--- config.mk ---
export PLATFORM = sky130hd
export DESIGN_NAME = zero_crossing_interpolator_top
export DESIGN_NICKNAME = d
export VERILOG_FILES = /design/src/design/zci_pkg.sv /design/src/design/zci_ctrl.sv /design/src/design/zci_datapath.sv /design/src/design/zero_crossing_interpolator_top.sv
export SDC_FILE = /design/constraint.sdc
export NUM_CORES = 1
export LEC_CHECK = 0
export BUFFER_PORTS_ARGS = -buffer_cell sky130_fd_sc_hd__buf_2
export CAP_MARGIN = 20
export CORE_MARGIN = 1.5
export CORE_UTILIZATION = 62
export DETAILED_ROUTE_END_ITERATION = 8
export PLACE_DENSITY = 0.81
export REMOVE_ABC_BUFFERS = 1
export SYNTH_ARGS = -nofsm -noshare
export SYNTH_HDL_FRONTEND = slang
export SYNTH_SLANG_ARGS = --single-unit
--- constraint.sdc ---
create_clock -name clk -period 6.8 [get_ports clk]
set_clock_uncertainty 0.15 [all_clocks]
set_input_delay 1.36 -clock clk [delete_from_list [all_inputs] [get_ports clk]]
set_output_delay 1.36 -clock clk [all_outputs]
set_load 0.1 [all_outputs]
--- src/design/zci_pkg.sv ---
// Shared constants and controller/datapath interface types for the zero-crossing interpolator.
package zci_pkg;

  localparam int DEF_X_WIDTH     = 32;
  localparam int DEF_Y_WIDTH     = 16;
  localparam int DEF_INDEX_WIDTH = 32;

  localparam int CFG_INDEX_WIDTH = 1;
  localparam int CFG_DATA_WIDTH  = 1;

  localparam logic [CFG_INDEX_WIDTH-1:0] REG_RISING_ENABLE  = 1'd0;
  localparam logic [CFG_INDEX_WIDTH-1:0] REG_FALLING_ENABLE = 1'd1;

  typedef struct packed {
    logic accept;
    logic mul_step;
    logic div_load;
    logic div_step;
    logic out_load;
  } zci_cmd_t;

  typedef struct packed {
    logic hit;
    logic out_free;
  } zci_sts_t;

endpackage

--- src/design/zci_ctrl.sv ---
// Sequencer for the zero-crossing interpolator: accept, multiply, divide, result load.
module zci_ctrl #(
  parameter int X_WIDTH = zci_pkg::DEF_X_WIDTH,
  parameter int Y_WIDTH = zci_pkg::DEF_Y_WIDTH
) (
  input  logic              clk,
  input  logic              rst_n,
  input  logic              in_valid,
  output logic              in_stall,
  input  zci_pkg::zci_sts_t sts,
  output zci_pkg::zci_cmd_t cmd
);

  localparam logic [2:0] ST_IDLE = 3'd0;
  localparam logic [2:0] ST_MUL  = 3'd1;
  localparam logic [2:0] ST_LOAD = 3'd2;
  localparam logic [2:0] ST_DIV  = 3'd3;
  localparam logic [2:0] ST_FIN  = 3'd4;

  localparam int MAX_STEPS = (X_WIDTH > Y_WIDTH) ? X_WIDTH : Y_WIDTH;
  localparam int CW        = $clog2(MAX_STEPS);

  localparam logic [CW-1:0] MUL_LAST = CW'(Y_WIDTH - 1);
  localparam logic [CW-1:0] DIV_LAST = CW'(X_WIDTH - 1);

  logic [2:0]    state_r, state_nxt;
  logic [CW-1:0] cnt_r, cnt_nxt;

  assign in_stall = (state_r != ST_IDLE);

  always_comb begin
    state_nxt    = state_r;
    cnt_nxt      = cnt_r;
    cmd          = '0;
    cmd.accept   = in_valid && (state_r == ST_IDLE);
    unique case (state_r)
      ST_IDLE: begin
        if (cmd.accept && sts.hit) begin
          state_nxt = ST_MUL;
          cnt_nxt   = '0;
        end
      end
      ST_MUL: begin
        cmd.mul_step = 1'b1;
        cnt_nxt      = cnt_r + 1'b1;
        if (cnt_r == MUL_LAST) begin
          state_nxt = ST_LOAD;
        end
      end
      ST_LOAD: begin
        cmd.div_load = 1'b1;
        cnt_nxt      = '0;
        state_nxt    = ST_DIV;
      end
      ST_DIV: begin
        cmd.div_step = 1'b1;
        cnt_nxt      = cnt_r + 1'b1;
        if (cnt_r == DIV_LAST) begin
          state_nxt = ST_FIN;
        end
      end
      ST_FIN: begin
        // Hold here until the output register can take the new result.
        if (sts.out_free) begin
          cmd.out_load = 1'b1;
          state_nxt    = ST_IDLE;
        end
      end
      default: begin
        state_nxt = ST_IDLE;
      end
    endcase
  end

  always_ff @(posedge clk) begin
    if (!rst_n) begin
      state_r <= ST_IDLE;
      cnt_r   <= '0;
    end else begin
      state_r <= state_nxt;
      cnt_r   <= cnt_nxt;
    end
  end

endmodule

--- src/design/zci_datapath.sv ---
// Datapath: sample history, crossing detection, shift-add multiplier, restoring divider.
module zci_datapath #(
  parameter int X_WIDTH     = zci_pkg::DEF_X_WIDTH,
  parameter int Y_WIDTH     = zci_pkg::DEF_Y_WIDTH,
  parameter int INDEX_WIDTH = zci_pkg::DEF_INDEX_WIDTH
) (
  input  logic                                clk,
  input  logic                                rst_n,
  input  logic signed [X_WIDTH-1:0]           in_sample_x,
  input  logic signed [Y_WIDTH-1:0]           in_sample_y,
  input  logic                                in_sample_valid,
  input  logic                                in_record_start,
  input  logic                                out_stall,
  output logic                                out_valid,
  output logic        [INDEX_WIDTH-1:0]       out_crossing_index,
  output logic signed [X_WIDTH-1:0]           out_zero_x,
  output logic                                out_rising,
  input  logic                                cfg_wr_en,
  input  logic [zci_pkg::CFG_INDEX_WIDTH-1:0] cfg_index,
  input  logic [zci_pkg::CFG_DATA_WIDTH-1:0]  cfg_wdata,
  input  zci_pkg::zci_cmd_t                   cmd,
  output zci_pkg::zci_sts_t                   sts
);

  // The product |dx| * |prev_y| stays below 2^(X+Y-1).
  localparam int PW = X_WIDTH + Y_WIDTH - 1;

  logic                   rise_en_r, fall_en_r;
  logic [X_WIDTH-1:0]     prev_x_r;
  logic [Y_WIDTH-1:0]     prev_y_r;
  logic                   have_prev_r;
  logic [INDEX_WIDTH-1:0] count_r;

  logic [X_WIDTH-1:0]     dx_mag_r;
  logic [Y_WIDTH-1:0]     py_mag_r;
  logic [Y_WIDTH-1:0]     dy_mag_r;
  logic                   neg_r;
  logic [X_WIDTH-1:0]     base_x_r;
  logic [INDEX_WIDTH-1:0] idx_r;
  logic                   dir_r;
  logic [PW-1:0]          acc_r;
  logic [Y_WIDTH-1:0]     rem_r;
  logic [X_WIDTH-1:0]     quo_r;

  logic                   out_valid_r;
  logic [INDEX_WIDTH-1:0] out_index_r;
  logic [X_WIDTH-1:0]     out_zero_x_r;
  logic                   out_rising_r;

  // Crossing detection on the presented sample.
  logic [INDEX_WIDTH-1:0] idx_eff;
  logic                   hp_eff;
  logic                   y_neg, y_zero, py_neg, py_zero, up, down;
  logic [X_WIDTH:0]       dx_w, dx_abs;
  logic [Y_WIDTH:0]       dy_w, dy_abs;
  logic [Y_WIDTH-1:0]     py_abs;

  assign idx_eff = in_record_start ? '0 : count_r;
  assign hp_eff  = in_record_start ? 1'b0 : have_prev_r;
  assign y_neg   = in_sample_y[Y_WIDTH-1];
  assign y_zero  = (in_sample_y == '0);
  assign py_neg  = prev_y_r[Y_WIDTH-1];
  assign py_zero = (prev_y_r == '0);
  assign up      = !y_neg && py_neg;
  assign down    = (y_neg || y_zero) && !py_neg && !py_zero;

  assign sts.hit = in_sample_valid && hp_eff &&
                   ((up && rise_en_r) || (down && fall_en_r));

  assign dx_w   = {in_sample_x[X_WIDTH-1], in_sample_x} - {prev_x_r[X_WIDTH-1], prev_x_r};
  assign dx_abs = dx_w[X_WIDTH] ? (~dx_w + (X_WIDTH+1)'(1)) : dx_w;
  assign dy_w   = {in_sample_y[Y_WIDTH-1], in_sample_y} - {prev_y_r[Y_WIDTH-1], prev_y_r};
  assign dy_abs = dy_w[Y_WIDTH] ? (~dy_w + (Y_WIDTH+1)'(1)) : dy_w;
  assign py_abs = py_neg ? (~prev_y_r + Y_WIDTH'(1)) : prev_y_r;

  // One restoring division step: bring down the next numerator bit.
  logic [Y_WIDTH:0] trial, diff;
  logic             ge;

  assign trial = {rem_r, quo_r[X_WIDTH-1]};
  assign diff  = trial - {1'b0, dy_mag_r};
  assign ge    = (trial >= {1'b0, dy_mag_r});

  assign sts.out_free = !out_valid_r || !out_stall;

  always_ff @(posedge clk) begin
    if (!rst_n) begin
      rise_en_r   <= 1'b1;
      fall_en_r   <= 1'b1;
      have_prev_r <= 1'b0;
      count_r     <= '0;
      out_valid_r <= 1'b0;
    end else begin
      if (cfg_wr_en) begin
        unique case (cfg_index)
          zci_pkg::REG_RISING_ENABLE:  rise_en_r <= cfg_wdata[0];
          zci_pkg::REG_FALLING_ENABLE: fall_en_r <= cfg_wdata[0];
          default: ;
        endcase
      end
      if (cmd.accept) begin
        count_r <= idx_eff + 1'b1;
        if (in_sample_valid) begin
          have_prev_r <= 1'b1;
        end else if (in_record_start) begin
          have_prev_r <= 1'b0;
        end
      end
      if (cmd.out_load) begin
        out_valid_r <= 1'b1;
      end else if (!out_stall) begin
        out_valid_r <= 1'b0;
      end
    end
  end

  always_ff @(posedge clk) begin
    if (cmd.accept && in_sample_valid) begin
      prev_x_r <= in_sample_x;
      prev_y_r <= in_sample_y;
    end
    if (cmd.accept && sts.hit) begin
      dx_mag_r <= dx_abs[X_WIDTH-1:0];
      py_mag_r <= py_abs;
      dy_mag_r <= dy_abs[Y_WIDTH-1:0];
      neg_r    <= dx_w[X_WIDTH] ^ py_neg ^ dy_w[Y_WIDTH];
      base_x_r <= prev_x_r;
      idx_r    <= idx_eff;
      dir_r    <= up;
      acc_r    <= '0;
    end
    if (cmd.mul_step) begin
      acc_r    <= (acc_r << 1) + (py_mag_r[Y_WIDTH-1] ? PW'(dx_mag_r) : '0);
      py_mag_r <= py_mag_r << 1;
    end
    // The quotient fits in X bits, so the bits above them start as the remainder.
    if (cmd.div_load) begin
      rem_r <= {1'b0, acc_r[PW-1:X_WIDTH]};
      quo_r <= acc_r[X_WIDTH-1:0];
    end
    if (cmd.div_step) begin
      rem_r <= ge ? diff[Y_WIDTH-1:0] : trial[Y_WIDTH-1:0];
      quo_r <= {quo_r[X_WIDTH-2:0], ge};
    end
    if (cmd.out_load) begin
      out_index_r  <= idx_r;
      out_zero_x_r <= neg_r ? (base_x_r + quo_r) : (base_x_r - quo_r);
      out_rising_r <= dir_r;
    end
  end

  assign out_valid          = out_valid_r;
  assign out_crossing_index = out_index_r;
  assign out_zero_x         = out_zero_x_r;
  assign out_rising         = out_rising_r;

endmodule

--- src/design/zero_crossing_interpolator_top.sv ---
// Top level of the zero-crossing interpolator: controller plus datapath.
//
//   Channel   Direction  Handshake            Payload
//   in_       in         in_valid/in_stall    sample_x, sample_y, sample_valid, record_start
//   out_      out        out_valid/out_stall  crossing_index, zero_x, rising
//   cfg_      in         cfg_wr_en            cfg_index, cfg_wdata
//
// A sample that reports no crossing does not stall the input; the next can follow at once.
// A reported crossing keeps the input stalled through Y_WIDTH shift-add multiply steps,
// one load, X_WIDTH divide steps and one load.
// The result sits in an output register, so input transfers go on while it waits.
// A stalled output holds the finish step until the output register frees up.
// Reset is synchronous and active low.
module zero_crossing_interpolator_top #(
  parameter int X_WIDTH     = zci_pkg::DEF_X_WIDTH,
  parameter int Y_WIDTH     = zci_pkg::DEF_Y_WIDTH,
  parameter int INDEX_WIDTH = zci_pkg::DEF_INDEX_WIDTH
) (
  input  logic                                clk,
  input  logic                                rst_n,
  input  logic                                in_valid,
  output logic                                in_stall,
  input  logic signed [X_WIDTH-1:0]           in_sample_x,
  input  logic signed [Y_WIDTH-1:0]           in_sample_y,
  input  logic                                in_sample_valid,
  input  logic                                in_record_start,
  output logic                                out_valid,
  input  logic                                out_stall,
  output logic        [INDEX_WIDTH-1:0]       out_crossing_index,
  output logic signed [X_WIDTH-1:0]           out_zero_x,
  output logic                                out_rising,
  input  logic                                cfg_wr_en,
  input  logic [zci_pkg::CFG_INDEX_WIDTH-1:0] cfg_index,
  input  logic [zci_pkg::CFG_DATA_WIDTH-1:0]  cfg_wdata
);

  zci_pkg::zci_cmd_t cmd;
  zci_pkg::zci_sts_t sts;

  zci_ctrl #(
    .X_WIDTH (X_WIDTH),
    .Y_WIDTH (Y_WIDTH)
  ) u_ctrl (
    .clk      (clk),
    .rst_n    (rst_n),
    .in_valid (in_valid),
    .in_stall (in_stall),
    .sts      (sts),
    .cmd      (cmd)
  );

  zci_datapath #(
    .X_WIDTH     (X_WIDTH),
    .Y_WIDTH     (Y_WIDTH),
    .INDEX_WIDTH (INDEX_WIDTH)
  ) u_datapath (
    .clk                (clk),
    .rst_n              (rst_n),
    .in_sample_x        (in_sample_x),
    .in_sample_y        (in_sample_y),
    .in_sample_valid    (in_sample_valid),
    .in_record_start    (in_record_start),
    .out_stall          (out_stall),
    .out_valid          (out_valid),
    .out_crossing_index (out_crossing_index),
    .out_zero_x         (out_zero_x),
    .out_rising         (out_rising),
    .cfg_wr_en          (cfg_wr_en),
    .cfg_index          (cfg_index),
    .cfg_wdata          (cfg_wdata),
    .cmd                (cmd),
    .sts                (sts)
  );

  // A new result never overwrites one that is still waiting for its transfer.
  a_no_overwrite: assert property (@(posedge clk) disable iff (!rst_n)
    cmd.out_load |-> (!out_valid || !out_stall))
    else $error("result loaded over a pending output");

  // A transfer that reports a crossing starts the multiply-divide sequence.
  a_busy_after_hit: assert property (@(posedge clk) disable iff (!rst_n)
    (cmd.accept && sts.hit) |=> (in_stall && cmd.mul_step))
    else $error("crossing accepted without starting the interpolation");

  // Every finished interpolation shows up on the output the next cycle.
  a_load_shows: assert property (@(posedge clk) disable iff (!rst_n)
    cmd.out_load |=> out_valid)
    else $error("loaded result not presented");

endmodule
* Word level (Yosys, flattened, before mapping) *
Index checks and enable logic that the tools add are counted.

storage, ports and cells
  word-level logic and storage cells = 113
  bits in registers = 382
  input bits = 57
  output and inout bits = 67

operators by class
  add/sub/neg operators = 11
  bitwise gates (word level) = 6
  equality and inequality tests = 11
  reductions and logical operators = 30
  multiplexer cells = 31
  $lt $le $gt $ge = 1

operators with widths
  cell                     count
  $mux W32                 6
  $mux W16                 7
  $mux W47                 2
  $add A32 B1 Y32 const B  2
  $add A47 B47 Y47         1
  $sub A32 B32 Y33         1
  $add A16 B1 Y16 const B  2
  $add A32 B32 Y32         1
  $logic_not A16 Y1        2
  $not A16 Y16             2
  $not A32 Y32             1
  $sub A32 B32 Y32         1
  $ge A17 B16 Y1           1
  $sub A16 B16 Y17         1
  $sub A16 B16 Y16         1
  $pmux W3 S5              1
  $pmux W5 S3              1
  $mux W3                  4
  $logic_and A1 B1 Y1      10
  $mux W1                  9
  $eq A3 B2 Y1 const B     2
  $ne A2 B1 Y1 const B     3
  $reduce_and A2 Y1        3
  $reduce_bool A3 Y1       2
  15 further kinds         24

* Depth between registers and ports, before layout *
Gate-level depths: netlist of run 1.

  depth after elaboration = 10
  mapped depth = 21
  mapped depth without buffers = 21

* By module *
A second synthesis of run 1 with hierarchy kept.

unflattened totals
  cells, all modules = 2,107
  area total of the unflattened synthesis = 22,656.7 um^2

modules (own cells, without submodules)
  module        area an instance (um^2)  cells each  times used  sequential area each (um^2)
  zci_datapath  22,183.8                 2,052       1           10,860.4
  zci_ctrl      473.0                    55          1           160.2

* Least setup slack after synthesis of run 1 *
No wires, ideal clock.

  kind = input to register
  from = input port in_sample_y[7]
  to = register u_datapath.base_x_r[0] (enable)
  stages on the path = 8
  setup time = 0.467 ns
  path buffers = 2
  path slack = 0.961 ns
  arrival = 5.222 ns
  path through = nor4_1 a41o_1 and3_1 a22oi_1 or4b_2 clkbuf_1 clkbuf_1 inv_1

on the way
  longest elaborated chain between the ends = 8

ends and longest elaborated chain
  what                              line                                  text
  start, declared                   zero_crossing_interpolator_top.sv:24  input logic signed [Y_WIDTH-1:0] in_sample_y,
  $logic_not A16 Y1                 zci_datapath.sv:61                    assign y_zero = (in_sample_y == '0);
  $logic_or A1 B1 Y1                zci_datapath.sv:65                    assign down = (y_neg || y_zero) && !py_neg && !py_zero;
  $logic_and A1 B1 Y1 (2 in a row)  zci_datapath.sv:65
  $logic_and A1 B1 Y1               zci_datapath.sv:68                    ((up && rise_en_r) || (down && fall_en_r));
  $logic_or A1 B1 Y1                zci_datapath.sv:68
  $logic_and A1 B1 Y1               zci_datapath.sv:67                    assign sts.hit = in_sample_valid && hp_eff &&
  $logic_and A1 B1 Y1               zci_datapath.sv:122                   if (cmd.accept && sts.hit) begin
  end signal, assigned              zci_datapath.sv:127                   base_x_r <= prev_x_r;
  end, declared                     zci_datapath.sv:38                    logic [X_WIDTH-1:0] base_x_r;

Every way passes these cells.
A chain may end at the register's enable or synchronous reset.

* Worst setup path after layout of run 1 *
  from = register u_datapath.quo_r[2]
  to = register u_datapath.out_zero_x_r[24], in the netlist u_datapath.out_zero_x[24], data pin

on the way
  longest elaborated chain between the ends = 2

ends and longest elaborated chain
  what                                                  line                 text
  start, declared                                       zci_datapath.sv:43   logic [X_WIDTH-1:0] quo_r;
  start signal, assigned                                zci_datapath.sv:139  quo_r <= acc_r[X_WIDTH-1:0];
  start signal, assigned                                zci_datapath.sv:143  quo_r <= {quo_r[X_WIDTH-2:0], ge};
  $sub A32 B32 Y32 or $add A32 B32 Y32 (tied branches)  zci_datapath.sv:147  out_zero_x_r <= neg_r ? (base_x_r + quo_r) : (base_x_r - quo_r);
  $mux W32 *                                            zci_datapath.sv:147
  end signal, assigned                                  zci_datapath.sv:147
  end, declared                                         zci_datapath.sv:47   logic [X_WIDTH-1:0] out_zero_x_r;

Mark *: on every way between the ends. The rest lies on a longest branch, timed or not.

==> reports/metrics.cfg, run 1 <==
[sta]
fin_ws_ps=1674
finalSetupViolations=0
rsz0062_at_grt=false
hold_viol_final=0
worst_pin_slew_ps=979.4
fin_tns_setup_ps=0
period_needed_ps=5126
slew-limit-headroom_pct=32.84
min_period_over_period_pct=75.39
max_freq_ghz=0.1951
finalMaxSlewViolations=0

[placement]
dp_cells=2625
hpwl_mm=34.64
portBuffers=123
dpl_cell_area_mm2=0.02337
dpl_worst_slack_ps=1250
place_congestion=0.9611

[power_and_ir_drop]
p_leak_uw=0.009689
peakVddDrop_uv=322.5
powerDensity_mw_per_mm2=314.4

[worst_setup_path]
critPathKind=reg2reg
start_kind=flop
cp.required_ps=6960
endpoint_kind=flop
rrSetupSlack_ps=1670
cp_max_fo=6
crit_arrival_ps=5280

[logic_synthesis]
synth_area_mm2=0.02229
synth_seq_area_share_pct=49.44
ys_warn_count=0
synth_flop_cell=edfxtp_1
synthTopCellsByArea=edfxtp_1 (45%), ha_1 (7.6%), xnor2_1 (4.6%)
synth-async-reset-ratio_pct=0
synthCells=2087
synth_top_cell_area_share_pct=45.39
synth_area_leader_cell=edfxtp_1
syn_area_per_cell_um2=10.68
synth.distinct_cells=87
synth-edff-count=337
ys_ff_latch=382

[floorplanning]
start_util_pct=62.83
die_y_um=192.6
rows=69
pin_count=124
fp.coreArea_mm2=0.03548
die_w_um=192.6
dieArea_mm2=0.03710

[cts]
clk_latency_ps=560
cts_tree=built
clk_pin_slew_ps=60
cts_setup_buffers=0
cts_max_path_buffers=3
clock-sinks=382
cts.repair.resized=0
ctsHtreeMaxLevel=2
clock-root-buffer=clkbuf_16
cts_inserted_buffers=41
postCtsHoldBufs=0

[detailed_routing]
avgRoutedWirePerCell_um=17.40
dr.pass1.iters=5
drc=0
drt-total-wl_mm=46.98
via_per_inst=5.852
ant_nets=0
drt_iter0_drc=1016
vias=15800

[grt]
grtUsageTotal_pct=25.65
grt_pass1_vias=15290
grt_pass1_wl_mm=74.80
antenna_found_initial=0
grt_max_degree=72
grt_overflow=0

[layout]
diodes=0
finalInstanceArea_mm2=0.02477
area_growth_pct=11.10
fillers=2560
drive_gt1_share_pct=11.61
fin_cells=2700
fin_nets=2407
final_util_pct=69.80

[run]
drv_cap=0

[hold_path]
hold_class=reg2reg

[status]
status=finished, final reports clean

cell type report:
class	count	area, um2	share of cell area [%]
Sequential cell	382	11020	44.50
Multi-Input combinational cell	1543	10670	43.07
Clock buffer	55	1171	4.729
Timing Repair Buffer	135	733.2	2.960
Tap cell	461	576.8	2.329
Inverter	106	400.4	1.617
Clock inverter	18	196.4	0.7932
per-stage QoR:
stage          hold WS, ps  total power [uW]
6_report             266.1              7787
4_1_cts              268.9              7814
3_5_place_dp         254.5              5550
2_1_floorplan        250.3              5042
5_1_grt              272.1              8147
3_3_place_gp         253.6              5481
report_power, final:
part	leakage, uW	total (uW)	switching (uW)	internal [uW]
registers	0.00340	3120	167	2950
clock network	0.000665	2250	895	1360
logic	0.00562	2410	1630	780
critical path: stages, from the launching register on:
cell	delay [ps]
edfxtp_1	450
nor2_1	180
nor4b_1	500
nor4bb_1	760
a21oi_1	170
xor2_1	180
ha_1	360
a21o_1	210
a21o_1	180
a21oi_1	150
o21ai_0	100
a21oi_1	310
o21ai_0	240
o41a_1	380
o21a_1	170
o21ai_0	130
nor2b_1	170
xnor2_1	70
state kept, by name, summed over array words and instances (netlist names):
| signal | count |
|---|---|
| u_datapath.rem_r | 16 |
| u_datapath.count_r | 32 |
| u_datapath.prev_y_r | 16 |
| u_ctrl.state_r | 3 |
| u_datapath.have_prev_r | 1 |
| u_datapath.idx_r | 32 |
| u_datapath.dir_r | 1 |
| u_datapath.quo_r | 32 |
| u_datapath.fall_en_r | 1 |
| u_datapath.acc_r | 47 |
| u_datapath.out_valid | 1 |
| u_datapath.base_x_r | 32 |
| u_datapath.py_mag_r | 16 |
| u_datapath.out_rising | 1 |
| u_datapath.dy_mag_r | 16 |
| u_datapath.out_zero_x | 32 |
| u_datapath.out_crossing_index | 32 |
| u_datapath.neg_r | 1 |
| u_datapath.rise_en_r | 1 |
| u_datapath.dx_mag_r | 32 |
| u_datapath.prev_x_r | 32 |
| u_ctrl.cnt_r | 5 |
cells by family after synthesis:
logic type / synth area share [%]
flip-flops: 49.44
XOR/XNOR: 8.913
buffers and inverters: 2.829
multiplexers: 2.571
AO/OA/AOI/OAI: 12.75
adder cells (fa/ha/maj): 8.082
AND/OR/NAND/NOR: 15.42
Yosys cell counts (46+ instances only):
master / instances
ha_1: 136
xnor2_1: 117
nor2_1: 156
nor2b_1: 55
xor2_1: 108
nand2_1: 164
nand3_1: 52
a21o_1: 67
a21oi_1: 119
and2_1: 77
inv_1: 106
nor3_1: 46
o21ai_0: 99
edfxtp_1: 337
cell usage in the layout (no fill, tap or decap), types with 77 or more instances in the layout:
master	Yosys	layout
edfxtp_1	337	337
nand2_1	164	162
nor2_1	156	155
ha_1	136	136
buf_2	2	123
a21oi_1	119	118
xnor2_1	117	117
xor2_1	108	108
inv_1	106	104
o21ai_0	99	99
and2_1	77	77
layer usage:
| layer | part of all wire, % | routed length [um] | global-route usage, % |
|---|---|---|---|
| met4 | 3.5 | 1622 | 10.47 |
| met2 | 49 | 23110 | 45.16 |
| met3 | 4.5 | 2099 | 3.292 |
| met1 | 43 | 20150 | 31.83 |
| met5 | 0 | 0 | 0 |
worst paths after layout:
path | cells past startpoint | start | to
setup / recovery | 17 | u_datapath.quo_r[2]$_DFFE_PP_ | u_datapath.out_zero_x[24]$_DFFE_PP_
hold / removal | 0 | u_datapath.idx_r[31]$_DFFE_PP_ | u_datapath.out_crossing_index[31]$_DFFE_PP_
setup reg to reg | 17 | u_datapath.quo_r[2]$_DFFE_PP_ | u_datapath.out_zero_x[24]$_DFFE_PP_
hold reg to reg | 0 | u_datapath.idx_r[31]$_DFFE_PP_ | u_datapath.out_crossing_index[31]$_DFFE_PP_
Note: power is estimated with default switching activity, not from simulation.
==> run 2, diff against run 1 <==
==> constraint.sdc (replaced) <==
create_clock -name clk -period 5.1 [get_ports clk]
set_clock_uncertainty 0.15 [all_clocks]
set_input_delay 1.02 -clock clk [delete_from_list [all_inputs] [get_ports clk]]
set_output_delay 1.02 -clock clk [all_outputs]
set_load 0.1 [all_outputs]
==> run 2 against run 1 <==
Combinational power is 35% higher. Critical path type unchanged. Largest power group unchanged. Largest cell class unchanged. Critical endpoint unchanged. Die area stayed put. Final cell count is 0.63% higher. Sequential power is 33% higher. Global-route usage is 0.44 points higher. Maximum frequency is 11% higher. First-iteration DRC count is 8.5% lower. Setup slack worse by 1200 ps. Routed wire length is 0.49% higher. Flip-flop and latch count stayed put.
==> reports/metrics.cfg, run 2 (synthesized netlist as in run 1, its figures left out) <==
[status]
status=finished, final reports clean

[cts]
cts_setup_buffers=0  ; unchanged
clock-sinks=382  ; unchanged
clock-root-buffer=clkbuf_16
cts_max_path_buffers=3  ; unchanged
cts_tree=built
cts.repair.resized=0  ; unchanged
ctsHtreeMaxLevel=2  ; unchanged
clk_pin_slew_ps=60  ; about the same
clk_latency_ps=570  ; about the same
postCtsHoldBufs=0  ; unchanged
cts_inserted_buffers=42  ; +2.4%

[grt]
met1_usage_pct=32.94  ; +1.1 points
antenna_found_initial=2  ; +2
grt_max_degree=55  ; -24%
grtUsageTotal_pct=26.10  ; +0.44 points
grt_pass1_vias=15560  ; +1.8%
top_usage_layer=met2
grtUsageMet2_pct=45.82  ; +0.66 points
met3_usage_pct=4.219  ; +0.93 points
grt_overflow=0  ; unchanged
grt_pass1_wl_mm=76.33  ; +2.1%

[worst_setup_path]
cp_max_fo=6  ; unchanged
critPathKind=reg2reg
rrSetupSlack_ps=490  ; -1180 ps
endpoint_kind=flop
cp.required_ps=5260  ; -1700 ps
start_kind=flop
crit_arrival_ps=4770  ; -510 ps

[power_and_ir_drop]
powerDensity_mw_per_mm2=417.5  ; +33%
fin_total_pwr_uw=10380  ; +33%
p_leak_uw=0.009742  ; +0.55%
peakVddDrop_uv=379.2  ; +18%

[detailed_routing]
vias=15800  ; -0.019%
ant_nets=0  ; unchanged
drc=0  ; unchanged
dr.pass1.iters=6  ; +1
drt_iter0_drc=930  ; -8.5%
avgRoutedWirePerCell_um=17.38  ; -0.14%
drt-total-wl_mm=47.21  ; +0.49%
via_per_inst=5.814  ; -0.64%

[sta]
hold_viol_final=0  ; unchanged
finalSetupViolations=0  ; unchanged
min_period_over_period_pct=90.41  ; +15 points
hold_slack_ps=268.2  ; +2.178 ps
period_needed_ps=4611  ; -515.5 ps
rsz0062_at_grt=false
max_freq_ghz=0.2169  ; +11%
finalMaxSlewViolations=0  ; unchanged
slew-limit-headroom_pct=34.94  ; +2.1 points
worst_pin_slew_ps=973.5  ; -5.892 ps

[layout]
regArea_mm2=0.01102  ; unchanged
fin_nets=2421  ; +0.58%
finalInstanceArea_mm2=0.02486  ; +0.37%
multi_input_area_mm2=0.01067  ; about the same
area_growth_pct=11.51
top_register=u_datapath.acc_r
largest_register_ffs=47  ; unchanged
final_cell_mix=edfxtp_1 (337), nand2_1 (162), nor2_1 (155)
fin_cells=2717  ; +0.63%
mostFrequentLayoutCell=edfxtp_1
drive_gt1_share_pct=11.97  ; +0.36 points
fillers=2559  ; -0.039%

[floorplanning]
rows=69  ; unchanged
die_w_um=192.6  ; unchanged
pin_count=124  ; unchanged
die_y_um=192.6  ; unchanged
start_util_pct=62.83  ; unchanged
fp.coreArea_mm2=0.03548  ; unchanged
dieArea_mm2=0.03710  ; unchanged

[placement]
place_congestion=0.9209  ; -4.2%
dp_cells=2640  ; +0.57%
portBuffers=123  ; unchanged
hpwl_mm=34.97  ; +0.97%
dpl_cell_area_mm2=0.02350  ; +0.57%

[hold_path]
hold_class=reg2reg

[run]
drv_cap=0  ; unchanged

run 2: cell types whose count changed in the layout (fill, tap and decap cells not counted):
cell	change
buf_8	-1
clkbuf_8	-2
clkbuf_1	+5
clkinv_8	+1
nor4b_1	-1
diode_2	+1
buf_4	+13
inv_6	+1
buf_12	+1
nor4b_2	+1
clkinv_1	+2
clkinv_2	-2
clkbuf_16	-1
clkinvlp_4	-1
run 2: final timing paths:
check | cells past startpoint | from | end
max | 18 | u_datapath.quo_r[2]$_DFFE_PP_ | u_datapath.out_zero_x[24]$_DFFE_PP_
min | 0 | u_datapath.idx_r[15]$_DFFE_PP_ | u_datapath.out_crossing_index[15]$_DFFE_PP_
max reg2reg | 18 | u_datapath.quo_r[2]$_DFFE_PP_ | u_datapath.out_zero_x[24]$_DFFE_PP_
min reg2reg | 0 | u_datapath.idx_r[15]$_DFFE_PP_ | u_datapath.out_crossing_index[15]$_DFFE_PP_
run 2: power by group:
part           internal (uW)  leakage [uW]  switching [uW]
clock                   1770      0.000651            1210
combinational           1060       0.00569            2190
sequential              3940       0.00340             214
total                   6770       0.00974            3610
run 2: critical path: stages (launching register included):
cell	delay (ps)
edfxtp_1	450
nor2_1	200
nor4b_2	340
nor4bb_1	330
buf_4	190
a21oi_1	80
xor2_1	150
ha_1	360
a21o_1	200
a21o_1	170
a21oi_1	160
o21ai_0	110
a21oi_1	330
o21ai_0	240
o41a_1	380
o21a_1	170
o21ai_0	120
nor2b_1	170
xnor2_1	70
run 2: layout make-up:
type | count | share of cell area (%)
sequential | 382 | 44.33
tap | 461 | 2.320
multi-input combinational | 1543 | 42.94
antenna | 1 | 0.01007
timing repair buffer | 148 | 3.362
clock buffer | 57 | 4.575
clock inverter | 19 | 0.8506
inverter | 106 | 1.611
run 2: per-stage QoR:
stage	utilization [%]	setup TNS, ps	setup slack, ps
2_1_floorplan	-	-26690	-234.1
3_3_place_gp	66.19	0	288.9
3_5_place_dp	66.23	0	264.3
4_1_cts	70.03	0	366.8
5_1_grt	70.05	0	61.81
6_report	70.06	0	489.3
run 2: per-layer routing:
| layer | vias to the layer above | part of all wire [%] |
|---|---|---|
| met5 | - | 0 |
| met4 | 0 | 2.5 |
| met3 | 73 | 4.9 |
| met2 | 393 | 50 |
| met1 | 7486 | 43 |
| li1 | 7845 | - |
